===== config.mk =====
export PLATFORM = sky130hd
export DESIGN_NAME = signed_integer_to_radix_digits_core
export DESIGN_NICKNAME = d
export VERILOG_FILES = /design/src/sv/sird_pkg.sv /design/src/sv/sird_datapath.sv /design/src/sv/sird_ctrl.sv /design/src/sv/signed_integer_to_radix_digits_core.sv
export SDC_FILE = /design/constraint.sdc
export NUM_CORES = 1
export LEC_CHECK = 0
export ABC_CLOCK_PERIOD_IN_PS = 5580
export BUFFER_PORTS_ARGS = -buffer_cell sky130_fd_sc_hd__buf_2
export CAP_MARGIN = 15
export CORE_MARGIN = 3
export CORE_UTILIZATION = 26
export DETAILED_ROUTE_END_ITERATION = 6
export PLACE_DENSITY = 0.51
export SYNTH_ARGS = -nofsm -noshare
export SYNTH_HDL_FRONTEND = slang
export SYNTH_SLANG_ARGS = --single-unit
export TNS_END_PERCENT = 1

===== constraint.sdc =====
create_clock -name clock -period 5.58 [get_ports clock]
set_input_delay 0.279 -clock clock [delete_from_list [all_inputs] [get_ports clock]]
set_output_delay 0.279 -clock clock [all_outputs]
set_load 0.02 [all_outputs]

===== src/sv/sird_pkg.sv =====
// shared types and constants for the signed integer to radix digits core
`default_nettype none

package sird_pkg;

   // field and register widths
   localparam int VALUE_W      = 32;
   localparam int CHAR_W       = 8;
   localparam int CSR_DATA_W   = 64;
   localparam int CSR_INDEX_W  = 2;
   localparam int RADIX_REG_W  = 5;
   localparam int SYM_PER_WORD = 8;
   localparam int DIGIT_DEPTH  = 32;
   localparam int DIGIT_IDX_W  = 5;
   localparam int DIGIT_CNT_W  = 6;
   localparam int BIT_CNT_W    = 5;

   // register indexes
   localparam logic [CSR_INDEX_W-1:0] REG_SYMBOLS_LOW  = 2'd0;
   localparam logic [CSR_INDEX_W-1:0] REG_SYMBOLS_HIGH = 2'd1;
   localparam logic [CSR_INDEX_W-1:0] REG_RADIX_COUNT  = 2'd2;

   // character codes used by the alphabet check and the sign
   localparam logic [CHAR_W-1:0] SPACE_LIMIT = 8'd32;
   localparam logic [CHAR_W-1:0] DEL_CODE    = 8'd127;
   localparam logic [CHAR_W-1:0] PLUS_CODE   = 8'h2B;
   localparam logic [CHAR_W-1:0] MINUS_CODE  = 8'h2D;

   // controller to datapath commands
   typedef struct packed {
      logic load;
      logic check_step;
      logic div_step;
      logic emit_sign;
      logic emit_digit;
   } sird_cmd_type;

   // datapath to controller status
   typedef struct packed {
      logic radix_bad;
      logic check_bad;
      logic check_last;
      logic conv_done;
      logic negative;
      logic last_digit;
   } sird_status_type;

endpackage

`default_nettype wire


===== src/sv/sird_datapath.sv =====
// datapath: alphabet registers and check, bit-serial divider, digit buffer, output register
`default_nettype none

module sird_datapath #(
   parameter int MAX_SYMBOLS = 16
) (
   input  wire logic                             clock,
   input  wire logic                             reset,
   input  wire logic                             csr_write_en,
   input  wire logic [sird_pkg::CSR_INDEX_W-1:0] csr_index,
   input  wire logic [sird_pkg::CSR_DATA_W-1:0]  csr_wdata,
   input  wire logic signed [sird_pkg::VALUE_W-1:0] req_value,
   input  wire sird_pkg::sird_cmd_type           cmd,
   output sird_pkg::sird_status_type             status,
   output logic                                  rsp_valid,
   output logic [sird_pkg::CHAR_W-1:0]           rsp_out_char,
   output logic                                  rsp_last
);
   import sird_pkg::*;

   localparam int DIGIT_W = $clog2(MAX_SYMBOLS);
   localparam int CMP_W   = DIGIT_W + 1;

   // configuration registers
   logic [CSR_DATA_W-1:0]  sym_low_ff, sym_high_ff;
   logic [RADIX_REG_W-1:0] radix_count_ff;

   // conversion state
   logic                   neg_ff, neg_in;
   logic [VALUE_W-1:0]     mag_ff, mag_in;
   logic [DIGIT_W-1:0]     rem_ff, rem_in;
   logic [BIT_CNT_W-1:0]   bit_cnt_ff, bit_cnt_in;
   logic [DIGIT_CNT_W-1:0] nd_ff, nd_in;
   logic [DIGIT_W-1:0]     chk_idx_ff, chk_idx_in;
   logic [DIGIT_W-1:0]     digits_ff [DIGIT_DEPTH];
   logic [DIGIT_W-1:0]     digit_in;
   logic                   digit_we;

   // output register
   logic                   rsp_valid_ff, rsp_valid_in;
   logic [CHAR_W-1:0]      rsp_char_ff, rsp_char_in;
   logic                   rsp_last_ff, rsp_last_in;

   // combinational helpers
   logic [CHAR_W-1:0]      sym [MAX_SYMBOLS];
   logic [CHAR_W-1:0]      chk_sym;
   logic                   chk_range_bad;
   logic                   chk_dup;
   logic [CMP_W-1:0]       radix_q;
   logic [CMP_W-1:0]       trial;
   logic                   q_bit;
   logic [CMP_W-1:0]       rem_next;
   logic [VALUE_W-1:0]     mag_shift;
   logic                   last_bit;
   logic [DIGIT_CNT_W-1:0] nd_dec;
   logic [DIGIT_W-1:0]     emit_digit_val;

   // configuration writes
   always_ff @(posedge clock) begin
      if (reset) begin
         sym_low_ff     <= '0;
         sym_high_ff    <= '0;
         radix_count_ff <= '0;
      end else if (csr_write_en) begin
         case (csr_index)
            REG_SYMBOLS_LOW:  sym_low_ff     <= csr_wdata;
            REG_SYMBOLS_HIGH: sym_high_ff    <= csr_wdata;
            REG_RADIX_COUNT:  radix_count_ff <= csr_wdata[RADIX_REG_W-1:0];
            default:          ;
         endcase
      end
   end

   // symbol view of the alphabet words
   always_comb begin
      for (int k = 0; k < MAX_SYMBOLS; k++) begin
         if (k < SYM_PER_WORD) begin
            sym[k] = sym_low_ff[CHAR_W*k +: CHAR_W];
         end else begin
            sym[k] = sym_high_ff[CHAR_W*(k-SYM_PER_WORD) +: CHAR_W];
         end
      end
   end

   // alphabet check, one symbol per cycle against all earlier symbols
   assign radix_q = radix_count_ff[CMP_W-1:0];
   assign chk_sym = sym[chk_idx_ff];
   assign chk_range_bad = (chk_sym <= SPACE_LIMIT) || (chk_sym >= DEL_CODE) ||
                          (chk_sym == PLUS_CODE) || (chk_sym == MINUS_CODE);

   always_comb begin
      chk_dup = 1'b0;
      for (int j = 0; j < MAX_SYMBOLS; j++) begin
         if ((DIGIT_W'(j) < chk_idx_ff) && (sym[j] == chk_sym)) begin
            chk_dup = 1'b1;
         end
      end
   end

   // restoring division step, one quotient bit per cycle
   assign trial     = {rem_ff, mag_ff[VALUE_W-1]};
   assign q_bit     = (trial >= radix_q);
   assign rem_next  = q_bit ? (trial - radix_q) : trial;
   assign mag_shift = {mag_ff[VALUE_W-2:0], q_bit};
   assign last_bit  = &bit_cnt_ff;
   assign nd_dec    = nd_ff - DIGIT_CNT_W'(1);

   // next state of the conversion registers
   always_comb begin
      neg_in     = neg_ff;
      mag_in     = mag_ff;
      rem_in     = rem_ff;
      bit_cnt_in = bit_cnt_ff;
      nd_in      = nd_ff;
      chk_idx_in = chk_idx_ff;
      digit_we   = 1'b0;
      digit_in   = rem_next[DIGIT_W-1:0];
      if (cmd.load) begin
         neg_in     = req_value[VALUE_W-1];
         mag_in     = req_value[VALUE_W-1] ? (VALUE_W'(0) - VALUE_W'(req_value))
                                           : VALUE_W'(req_value);
         rem_in     = '0;
         bit_cnt_in = '0;
         nd_in      = '0;
         chk_idx_in = '0;
      end else if (cmd.check_step) begin
         chk_idx_in = chk_idx_ff + DIGIT_W'(1);
      end else if (cmd.div_step) begin
         mag_in     = mag_shift;
         bit_cnt_in = bit_cnt_ff + BIT_CNT_W'(1);
         if (last_bit) begin
            digit_we = 1'b1;
            rem_in   = '0;
            nd_in    = nd_ff + DIGIT_CNT_W'(1);
         end else begin
            rem_in   = rem_next[DIGIT_W-1:0];
         end
      end else if (cmd.emit_digit) begin
         nd_in = nd_dec;
      end
   end

   always_ff @(posedge clock) begin
      neg_ff     <= neg_in;
      mag_ff     <= mag_in;
      rem_ff     <= rem_in;
      bit_cnt_ff <= bit_cnt_in;
      nd_ff      <= nd_in;
      chk_idx_ff <= chk_idx_in;
   end

   // digit buffer, written at the digit count, read back from the top down
   always_ff @(posedge clock) begin
      if (digit_we) begin
         digits_ff[nd_ff[DIGIT_IDX_W-1:0]] <= digit_in;
      end
   end

   assign emit_digit_val = digits_ff[nd_dec[DIGIT_IDX_W-1:0]];

   // output register, one character per strobe
   always_comb begin
      rsp_valid_in = cmd.emit_sign || cmd.emit_digit;
      rsp_char_in  = MINUS_CODE;
      rsp_last_in  = 1'b0;
      if (cmd.emit_digit) begin
         rsp_char_in = sym[emit_digit_val];
         rsp_last_in = (nd_ff == DIGIT_CNT_W'(1));
      end
   end

   always_ff @(posedge clock) begin
      if (reset) begin
         rsp_valid_ff <= 1'b0;
      end else begin
         rsp_valid_ff <= rsp_valid_in;
      end
   end

   always_ff @(posedge clock) begin
      rsp_char_ff <= rsp_char_in;
      rsp_last_ff <= rsp_last_in;
   end

   assign rsp_valid    = rsp_valid_ff;
   assign rsp_out_char = rsp_char_ff;
   assign rsp_last     = rsp_last_ff;

   // status to the controller
   assign status.radix_bad  = (radix_count_ff < RADIX_REG_W'(2)) ||
                              (radix_count_ff > RADIX_REG_W'(MAX_SYMBOLS));
   assign status.check_bad  = chk_range_bad || chk_dup;
   assign status.check_last = ((CMP_W'(chk_idx_ff) + CMP_W'(1)) == radix_q);
   assign status.conv_done  = last_bit &&
                              ((mag_shift == '0) || (nd_ff == DIGIT_CNT_W'(DIGIT_DEPTH - 1)));
   assign status.negative   = neg_ff;
   assign status.last_digit = (nd_ff == DIGIT_CNT_W'(1));

endmodule

`default_nettype wire


===== src/sv/sird_ctrl.sv =====
// controller: sequences check, division, sign and digit output per transaction
`default_nettype none

module sird_ctrl (
   input  wire logic                      clock,
   input  wire logic                      reset,
   input  wire logic                      start,
   output logic                           busy,
   input  wire sird_pkg::sird_status_type status,
   output sird_pkg::sird_cmd_type         cmd
);
   import sird_pkg::*;

   localparam logic [2:0] ST_IDLE  = 3'd0;
   localparam logic [2:0] ST_CHECK = 3'd1;
   localparam logic [2:0] ST_DIV   = 3'd2;
   localparam logic [2:0] ST_SIGN  = 3'd3;
   localparam logic [2:0] ST_EMIT  = 3'd4;

   logic [2:0] state_ff, state_in;

   // next state and commands
   always_comb begin
      state_in = state_ff;
      cmd      = '0;
      case (state_ff)
         ST_IDLE: begin
            if (start) begin
               cmd.load = 1'b1;
               state_in = ST_CHECK;
            end
         end
         ST_CHECK: begin
            if (status.radix_bad || status.check_bad) begin
               state_in = ST_IDLE;
            end else begin
               cmd.check_step = 1'b1;
               if (status.check_last) begin
                  state_in = ST_DIV;
               end
            end
         end
         ST_DIV: begin
            cmd.div_step = 1'b1;
            if (status.conv_done) begin
               state_in = status.negative ? ST_SIGN : ST_EMIT;
            end
         end
         ST_SIGN: begin
            cmd.emit_sign = 1'b1;
            state_in      = ST_EMIT;
         end
         ST_EMIT: begin
            cmd.emit_digit = 1'b1;
            if (status.last_digit) begin
               state_in = ST_IDLE;
            end
         end
         default: begin
            state_in = ST_IDLE;
         end
      endcase
   end

   always_ff @(posedge clock) begin
      if (reset) begin
         state_ff <= ST_IDLE;
      end else begin
         state_ff <= state_in;
      end
   end

   assign busy = (state_ff != ST_IDLE);

endmodule

`default_nettype wire


===== src/sv/signed_integer_to_radix_digits_core.sv =====
// top level: signed integer to radix digit string converter
// operation: an alphabet check over the n symbols, then bit-serial division for each digit,
//   a minus sign if negative, then the digits, most significant first; each character is registered
// one transaction at a time: a new start is taken only when idle; the divider yields one
//   quotient bit per cycle
// an invalid radix count or alphabet ends the transaction after the check with no characters
// synchronous active-high reset clears the controller, output strobe and configuration registers to 0
`default_nettype none

module signed_integer_to_radix_digits_core #(
   parameter int MAX_SYMBOLS = 16
) (
   input  wire logic                                clock,
   input  wire logic                                reset,
   input  wire logic                                start,
   output logic                                     busy,
   input  wire logic signed [sird_pkg::VALUE_W-1:0] req_value,
   output logic                                     rsp_valid,
   output logic [sird_pkg::CHAR_W-1:0]              rsp_out_char,
   output logic                                     rsp_last,
   input  wire logic                                csr_write_en,
   input  wire logic [sird_pkg::CSR_INDEX_W-1:0]    csr_index,
   input  wire logic [sird_pkg::CSR_DATA_W-1:0]     csr_wdata
);
   import sird_pkg::*;

   sird_cmd_type    cmd;
   sird_status_type status;

   // sequencing
   sird_ctrl u_ctrl (
      .clock  (clock),
      .reset  (reset),
      .start  (start),
      .busy   (busy),
      .status (status),
      .cmd    (cmd)
   );

   // registers, divider and output
   sird_datapath #(
      .MAX_SYMBOLS (MAX_SYMBOLS)
   ) u_datapath (
      .clock        (clock),
      .reset        (reset),
      .csr_write_en (csr_write_en),
      .csr_index    (csr_index),
      .csr_wdata    (csr_wdata),
      .req_value    (req_value),
      .cmd          (cmd),
      .status       (status),
      .rsp_valid    (rsp_valid),
      .rsp_out_char (rsp_out_char),
      .rsp_last     (rsp_last)
   );

endmodule

`default_nettype wire


==> out/qor.yml, run 1 <==
grt_max_degree: 80
rsz0062_at_grt: "false"
vias: 14500
whs_ps: 113
crit_type: "flop to flop"
postSynthAreaPerCell_sq_um: 10.1
crit_required_ps: 6060
finalCriticalPeriod_ps: 4280
setup_viol: 0
status: "finished clean"
routed_wl_um: 62500
max-slew-margin-rel_pct: 32.4
viasPerCell: 5.03
synth_top_area_cell: "edfxtp_1"
yosysMostFrequentCell: "nand2_1"
track_usage_pct: 16.7
drcViolationCount: 0
cts_buffers: 38
die_h_um: 270
synth.area.top_cells: "edfxtp_1 27%, dfxtp_1 18%, mux4_2 9.7%, nand2_1 6.9%, xnor2_1 5.8%"
fmax_mhz: 234
die_area_sq_um: 72600
antenna_cells: 0
ys_types: 72
ant_nets: 0
synth-main-ff-cell: "dfxtp_1"
p_leak_nw: 7.35
hp-class: "primary input to flop"
ys_ff_latch: 326
netlist_instances: 1786
final_net_count: 2043
num-fill-cells: 7107
slew_violations: 0
grt_remaining_overflow: 0
synthesis.nets: 1904
drv_cap: 0
postPlaceCellArea_sq_um: 19700
coreArea_sq_um: 68000
grt_pass1_wl_um: 92900
p_per_area_nw_per_um2: 506
numClockSinks: 326
ir_worst_vdd_uv: 497
worst-path-max-fanout: 42
setup_tns_ps: 0
h-tree-depth: 2
gp_congestion: 0.934
ios: 113
hpwlAfterDp_um: 46300
areaGrowthSynthToFinish_pct: 19.9
clkLatencyLatePin_ps: 560
finalHoldViolCount: 0
portBuffers: 112
rows: 95
fp.dieW_um: 270
arrival_ps: 4750
root_buffer: "clkbuf_16"
fin_crit_sh_pct: 76.6
crit_path_end_kind: "flop"
drive_gt1_share_pct: 16.9
clk_pin_slew_ps: 60
syn_area_sq_um: 18100
ys_seq_area_share_pct: 45.1
finClkSkew_ps: 16.0
ys_async_sr_fraction_pct: 0
wl_per_cell_um: 21.8
drt_iter0_drc: 1297
worstSetupStartpointType: "flop"
worst_pin_slew_ps: 1010
drtPass1Iterations: 5
grt_pass1_vias: 14200
antenna_found_initial: 1
yosys.area.top_type_share_pct: 26.8
cts_tree: "yes"
stdcell_area_sq_um: 21700
clock_path_buffers: 3
synth_commonest_cells: "334 x nand2_1, 175 x a21oi_1, 165 x dfxtp_1, 161 x edfxtp_1, 120 x xnor2_1"
start_util_pct: 26.6
synth_edf_count: 161
synth_warnings: 0
[power breakdown]
group / switching, mW / total (mW) / leakage (nW) / internal [mW]
Sequential: 0.213 / 3.45 / 2.82 / 3.23
Clock: 1.02 / 2.64 / 0.648 / 1.62
Combinational: 3.05 / 4.86 / 3.88 / 1.81
[final cells by class]
class                      count  area (sq um)  area share [%]
clock buffer                  52          1050            4.87
clock inverter                17           275            1.27
inverter                      23          86.3           0.399
multi-input combinational   1317          9390            43.4
sequential                   326          8140            37.6
tap                          921          1150            5.32
timing repair buffer         219          1550            7.17
[routing by layer]
layer | up-vias | part of all wire [%] | global-route usage [%]
li1 | 6720 | - | -
met1 | 7146 | 40 | 20.1
met2 | 440 | 50 | 29.2
met3 | 154 | 4.6 | 2.14
met4 | 0 | 5.2 | 8.38
met5 | - | 0 | 0
[final timing paths]
kind,to,depth (start not counted),from,slack [ps]
worst max-delay path,u_datapath.chk_idx_ff[2],11,u_datapath.chk_idx_ff[2],1300
worst min-delay path,u_datapath.mag_ff[29],3,req_value[29],110
worst max register to register,u_datapath.chk_idx_ff[2],11,u_datapath.chk_idx_ff[2],1300
worst min register to register,u_datapath.bit_cnt_ff[4],2,u_datapath.bit_cnt_ff[4],460
[stage by stage]
step	std cells	utilization [%]	power, mW	setup WS (ps)
floorplan	1786	-	6.66	550
global placement	2742	28.9	8.22	1440
detailed placement	2742	28.9	8.31	1400
CTS	2875	31.8	11.0	1390
global route	2875	31.8	11.6	1150
finish	2875	31.8	10.9	1300
[cells by family after synthesis]
group,Yosys count,synth area share (%)
AND/OR/NAND/NOR,600,15.2
AO/OA/AOI/OAI,340,11.3
flip-flops,326,45.1
XOR/XNOR,221,10.7
buffers and inverters,143,3.33
multiplexers,140,13.3
adder cells (fa/ha/maj),16,1.15
[sequential cells by signal, summed over array words and instances (netlist names), 4 cells and up]
signal                     cells
u_datapath.bit_cnt_ff          5
u_datapath.chk_idx_ff          4
u_datapath.digits_ff         128
u_datapath.mag_ff             32
u_datapath.nd_ff               6
u_datapath.radix_count_ff      5
u_datapath.rem_ff              4
u_datapath.rsp_out_char        8
u_datapath.sym_high_ff        64
u_datapath.sym_low_ff         64
[what timing repair did]
action / CTS / global route
buffers inserted: 0 / 0
resized for setup: 0 / 0
hold buffers: 64 / 0
endpoints found under the hold margin: 132 / 0
[worst max-delay path: stages, from the launching register on]
cell       delay (ps)
dfxtp_2           990
buf_4             300
mux4_2            180
mux2i_1            60
buf_4             240
o2bb2ai_1         820
nor2_1            130
o21ai_1           180
o2111ai_1         130
or3_1             490
or4_1             500
a21oi_1           150
[placed cells by master (no fill, tap or decap), types with 12 or more instances in the layout]
master / n
or4_1: 13
nor3_1: 22
clkbuf_16: 38
nand4_1: 19
nand2_1: 333
a22oi_1: 22
nor4_1: 22
nand3_1: 28
inv_1: 20
mux2i_1: 52
a21oi_1: 171
or3_1: 12
edfxtp_1: 161
nor2_1: 80
buf_4: 42
dlygate4sd3_1: 64
xnor2_1: 120
o31ai_1: 13
buf_2: 111
ha_1: 15
xor2_1: 101
nor2b_1: 25
o21ai_0: 53
dfxtp_1: 161
mux4_2: 78
a211oi_1: 20
Power figures use the tool's default switching activity.
==> run 2, diff against run 1 <==
--- a/config.mk
+++ b/config.mk
@@ -5,13 +5,14 @@
 export SDC_FILE = /design/constraint.sdc
 export NUM_CORES = 1
 export LEC_CHECK = 0
-export ABC_CLOCK_PERIOD_IN_PS = 5580
+export ABC_AREA = 1
+export ABC_CLOCK_PERIOD_IN_PS = 3600
 export BUFFER_PORTS_ARGS = -buffer_cell sky130_fd_sc_hd__buf_2
 export CAP_MARGIN = 15
 export CORE_MARGIN = 3
 export CORE_UTILIZATION = 26
 export DETAILED_ROUTE_END_ITERATION = 6
-export PLACE_DENSITY = 0.51
+export PLACE_DENSITY = 0.52
 export SYNTH_ARGS = -nofsm -noshare
 export SYNTH_HDL_FRONTEND = slang
 export SYNTH_SLANG_ARGS = --single-unit
==> constraint.sdc (replaced) <==
create_clock -name clock -period 3.6 [get_ports clock]
set_input_delay 0.18 -clock clock [delete_from_list [all_inputs] [get_ports clock]]
set_output_delay 0.18 -clock clock [all_outputs]
set_load 0.02 [all_outputs]
==> run 2 against run 1 <==
- combinational power up 120%
- sequential power increased by 39%
- non-clock buffer count is 43 higher
- setup slack worse by 1000 ps
- critical path type unchanged
- global-route usage grew 1.6 points
- die area grew 3.5%
- critical endpoint is now u_ctrl.state_ff[2]
- first-iteration DRC count grew 44%
- largest cell class unchanged
- flip-flop and latch count unchanged
- sequential share of layout area decreased by 1.5 points
==> out/qor.yml, run 2 <==
final_cells: 3728  # +30%
fp.dieW_um: 274  # +1.7%
p_leak_nw: 9.45  # +29%
slew_violations: 0  # unchanged
grt_pass1_wl_um: 105000  # +13%
final_common_cell: "nand2_1"
clk_pin_slew_ps: 70  # about the same
reg2reg_slack_ps: 270  # -1040 ps
start_util_pct: 26.5  # -0.077 points
p_per_area_nw_per_um2: 869  # +72%
largest_reg_flops: 128  # unchanged
synth_edf_count: 161  # unchanged
p_comb_share_pct: 54.3  # +9.9 points
clock_path_buffers: 3  # unchanged
synth-main-ff-cell: "dfxtp_1"
whs_endpoint: "u_datapath.mag_ff[0]"
hp-class: "primary input to flop"
synth_top_area_cell: "edfxtp_1"
antenna_found_initial: 1  # unchanged
h-tree-depth: 2  # unchanged
setup_viol: 0  # unchanged
arrival_ps: 3790  # -960 ps
rsz0062_at_grt: "false"
ys_ff_latch: 326  # unchanged
finalHoldViolCount: 0  # unchanged
postSynthAreaPerCell_sq_um: 7.20  # -29%
ios: 113  # unchanged
vias: 18100  # +25%
finalCriticalPeriod_ps: 3330  # -940 ps
gp_congestion: 0.977  # +4.5%
status: "finished clean"
p_int_mw: 10.1  # +52%
cts_tree: "yes"
drt_iter0_drc: 1869  # +44%
die_area_sq_um: 75200  # +3.5%
root_buffer: "clkbuf_16"
setup_tns_ps: 0  # unchanged
timing.rr.start: "u_datapath.chk_idx_ff[0]"
seqPwrFrac_pct: 24.6  # -6.9 points
max-slew-margin-rel_pct: 35.2  # +2.8 points
worst-path-max-fanout: 41  # -2.4%
ant_nets: 0  # unchanged
fmax_mhz: 300  # +28%
p_clk_share_pct: 21.1  # -3.0 points
synth_commonest_cells: "753 x nand2_1, 256 x a21oi_1, 250 x o21ai_0, 230 x inv_1, 216 x nor2_1"
layout.cells.most_common_list: "752 x nand2_1, 256 x a21oi_1, 245 x o21ai_0"
viasPerCell: 4.86  # -3.4%
routed_wl_um: 70800  # +13%
final_net_count: 2876  # +41%
min_from: "req_value[0]"
dp_cells: 3586  # +31%
worst_hold_path.num_cells: 3  # unchanged
crit_required_ps: 4060  # -2000 ps
wl_per_cell_um: 19.0  # -13%
crit_path_end_kind: "flop"
grt_max_degree: 134  # +68%
p_sw_share_pct: 48.3  # +9.1 points
yosys.area.top_type_share_pct: 25.8  # -0.93 points
die_h_um: 274  # +1.7%
drive_gt1_share_pct: 11.2  # -5.7 points
track_usage_pct: 18.3  # +1.6 points
syn_area_sq_um: 18700  # +3.6%
worst_pin_slew_ps: 969  # -45.6 ps
finClkSkew_ps: 26.6  # +10.6 ps
coreArea_sq_um: 70600  # +3.9%
synth_warnings: 0  # unchanged
hpwlAfterDp_um: 51300  # +11%
ir_worst_vdd_uv: 1140  # +130%
synthesis.nets: 2717  # +43%
num-fill-cells: 7726  # +8.7%
reg2reg_depth: 21  # +10
ys_seq_area_share_pct: 43.5  # -1.6 points
drv_cap: 0  # unchanged
ys_async_sr_fraction_pct: 0  # unchanged
areaGrowthSynthToFinish_pct: 20.5
rr_endpoint: "u_ctrl.state_ff[2]"
clkLatencyLatePin_ps: 590  # +30 ps
drtPass1Iterations: 6  # +1
netlist_instances: 2599  # +46%
portBuffers: 112  # unchanged
crit_type: "flop to flop"
antenna_cells: 0  # unchanged
numClockSinks: 326  # unchanged
rows: 97  # +2.1%
cts_buffers: 38  # unchanged
worstSetupStartpointType: "flop"
yosysMostFrequentCell: "nand2_1"
grt_remaining_overflow: 0  # unchanged
fin_crit_sh_pct: 92.6  # +16 points
drcViolationCount: 0  # unchanged
synth.area.top_cells: "edfxtp_1 26%, dfxtp_1 18%, nand2_1 15%, a21oi_1 6.8%, o21ai_0 6.7%"
grt_pass1_vias: 16900  # +20%
ys_types: 51  # -29%
switching_power_mw: 9.45  # +120%
-- run 2: final cells by class --
cell class                      instances  area, sq um  share of cell area [%]
Clock buffer                           51         1050                    4.66
Clock inverter                         19          268                    1.19
Tap cell                              940         1180                    5.22
Inverter                              244          917                    4.07
Multi-Input combinational cell       1886         8990                    39.9
Timing Repair Buffer                  262         1990                    8.84
Sequential cell                       326         8140                    36.1
-- run 2: how the worst max path moves through the flow --
stage | from | endpoint | cells past startpoint
4_1_cts | u_datapath.nd_ff[1] | u_datapath.rsp_out_char[5] | 13
5_1_grt | u_datapath.chk_idx_ff[0] | u_ctrl.state_ff[2] | 22
3_5_place_dp | u_datapath.nd_ff[1] | u_datapath.rsp_out_char[5] | 13
3_3_place_gp | u_datapath.nd_ff[1] | u_datapath.rsp_out_char[5] | 13
6_report | u_datapath.chk_idx_ff[0] | u_ctrl.state_ff[2] | 21
2_1_floorplan | u_datapath.radix_count_ff[2] | u_datapath.digits_ff[0][3] | 6
-- run 2: power groups by stage --
stage | registers (mW) | clock network [mW] | logic [mW]
after floorplan | 4.80 | 0 | 6.44
after global placement | 4.89 | 0 | 9.99
after detailed placement | 4.88 | 0 | 10.0
after CTS | 4.81 | 4.22 | 10.1
after global routing | 4.85 | 4.37 | 11.4
final | 4.81 | 4.14 | 10.6
-- run 2: repair_timing --
action | in CTS | in global routing
endpoints found under the setup margin | 0 | 8
endpoints found under the hold margin | 139 | 0
gates resized for setup | 0 | 1
buffers inserted | 0 | 4
hold buffers | 67 | 0
-- run 2: kinds of logic after synthesis --
| kind of cell | share of synthesized area (%) |
|---|---|
| AO/OA/AOI/OAI | 17.0 |
| adder cells (fa/ha/maj) | 1.11 |
| AND/OR/NAND/NOR | 27.0 |
| buffers and inverters | 8.92 |
| flip-flops | 43.5 |
| XOR/XNOR | 2.48 |
-- run 2: per-stage QoR --
step | cell area (sq um) | worst slack (ps) | utilization, % | hold slack [ps] | total power [mW]
floorplan | 18700 | 440 | - | 249 | 11.2
global placement | 20500 | 70.0 | 29.0 | 460 | 14.9
detailed placement | 20500 | 36.3 | 29.0 | 467 | 14.9
CTS | 22500 | 19.8 | 31.8 | 2.75 | 19.1
global route | 22500 | 90.5 | 31.9 | 29.7 | 20.6
finish | 22500 | 265 | 31.9 | 28.3 | 19.6
-- run 2: worst max-delay path, stage by stage (launching register included) --
cell and delay, ps:
dfxtp_2 360, inv_2 110, buf_12 230, nand2_1 80, nand3_1 120, nand2_1 130, nand2_1 200, nand2_2 110
nor2_4 280, buf_4 290, buf_4 180, nand2_1 50, nand3_1 100, nor2_1 60, nand3_1 130, nand2_1 70
nor2_1 100, nand2_1 60, nor2_2 140, nand3_2 130, a21oi_1 170, nor2_1 60
-- run 2: per-layer routing --
metal	track usage, %	up-vias	share of wire [%]
li1	-	8908	-
met1	25.2	8403	45
met2	28.6	650	44
met3	3.62	144	7.2
met4	6.30	2	3.5
met5	0	-	0.018
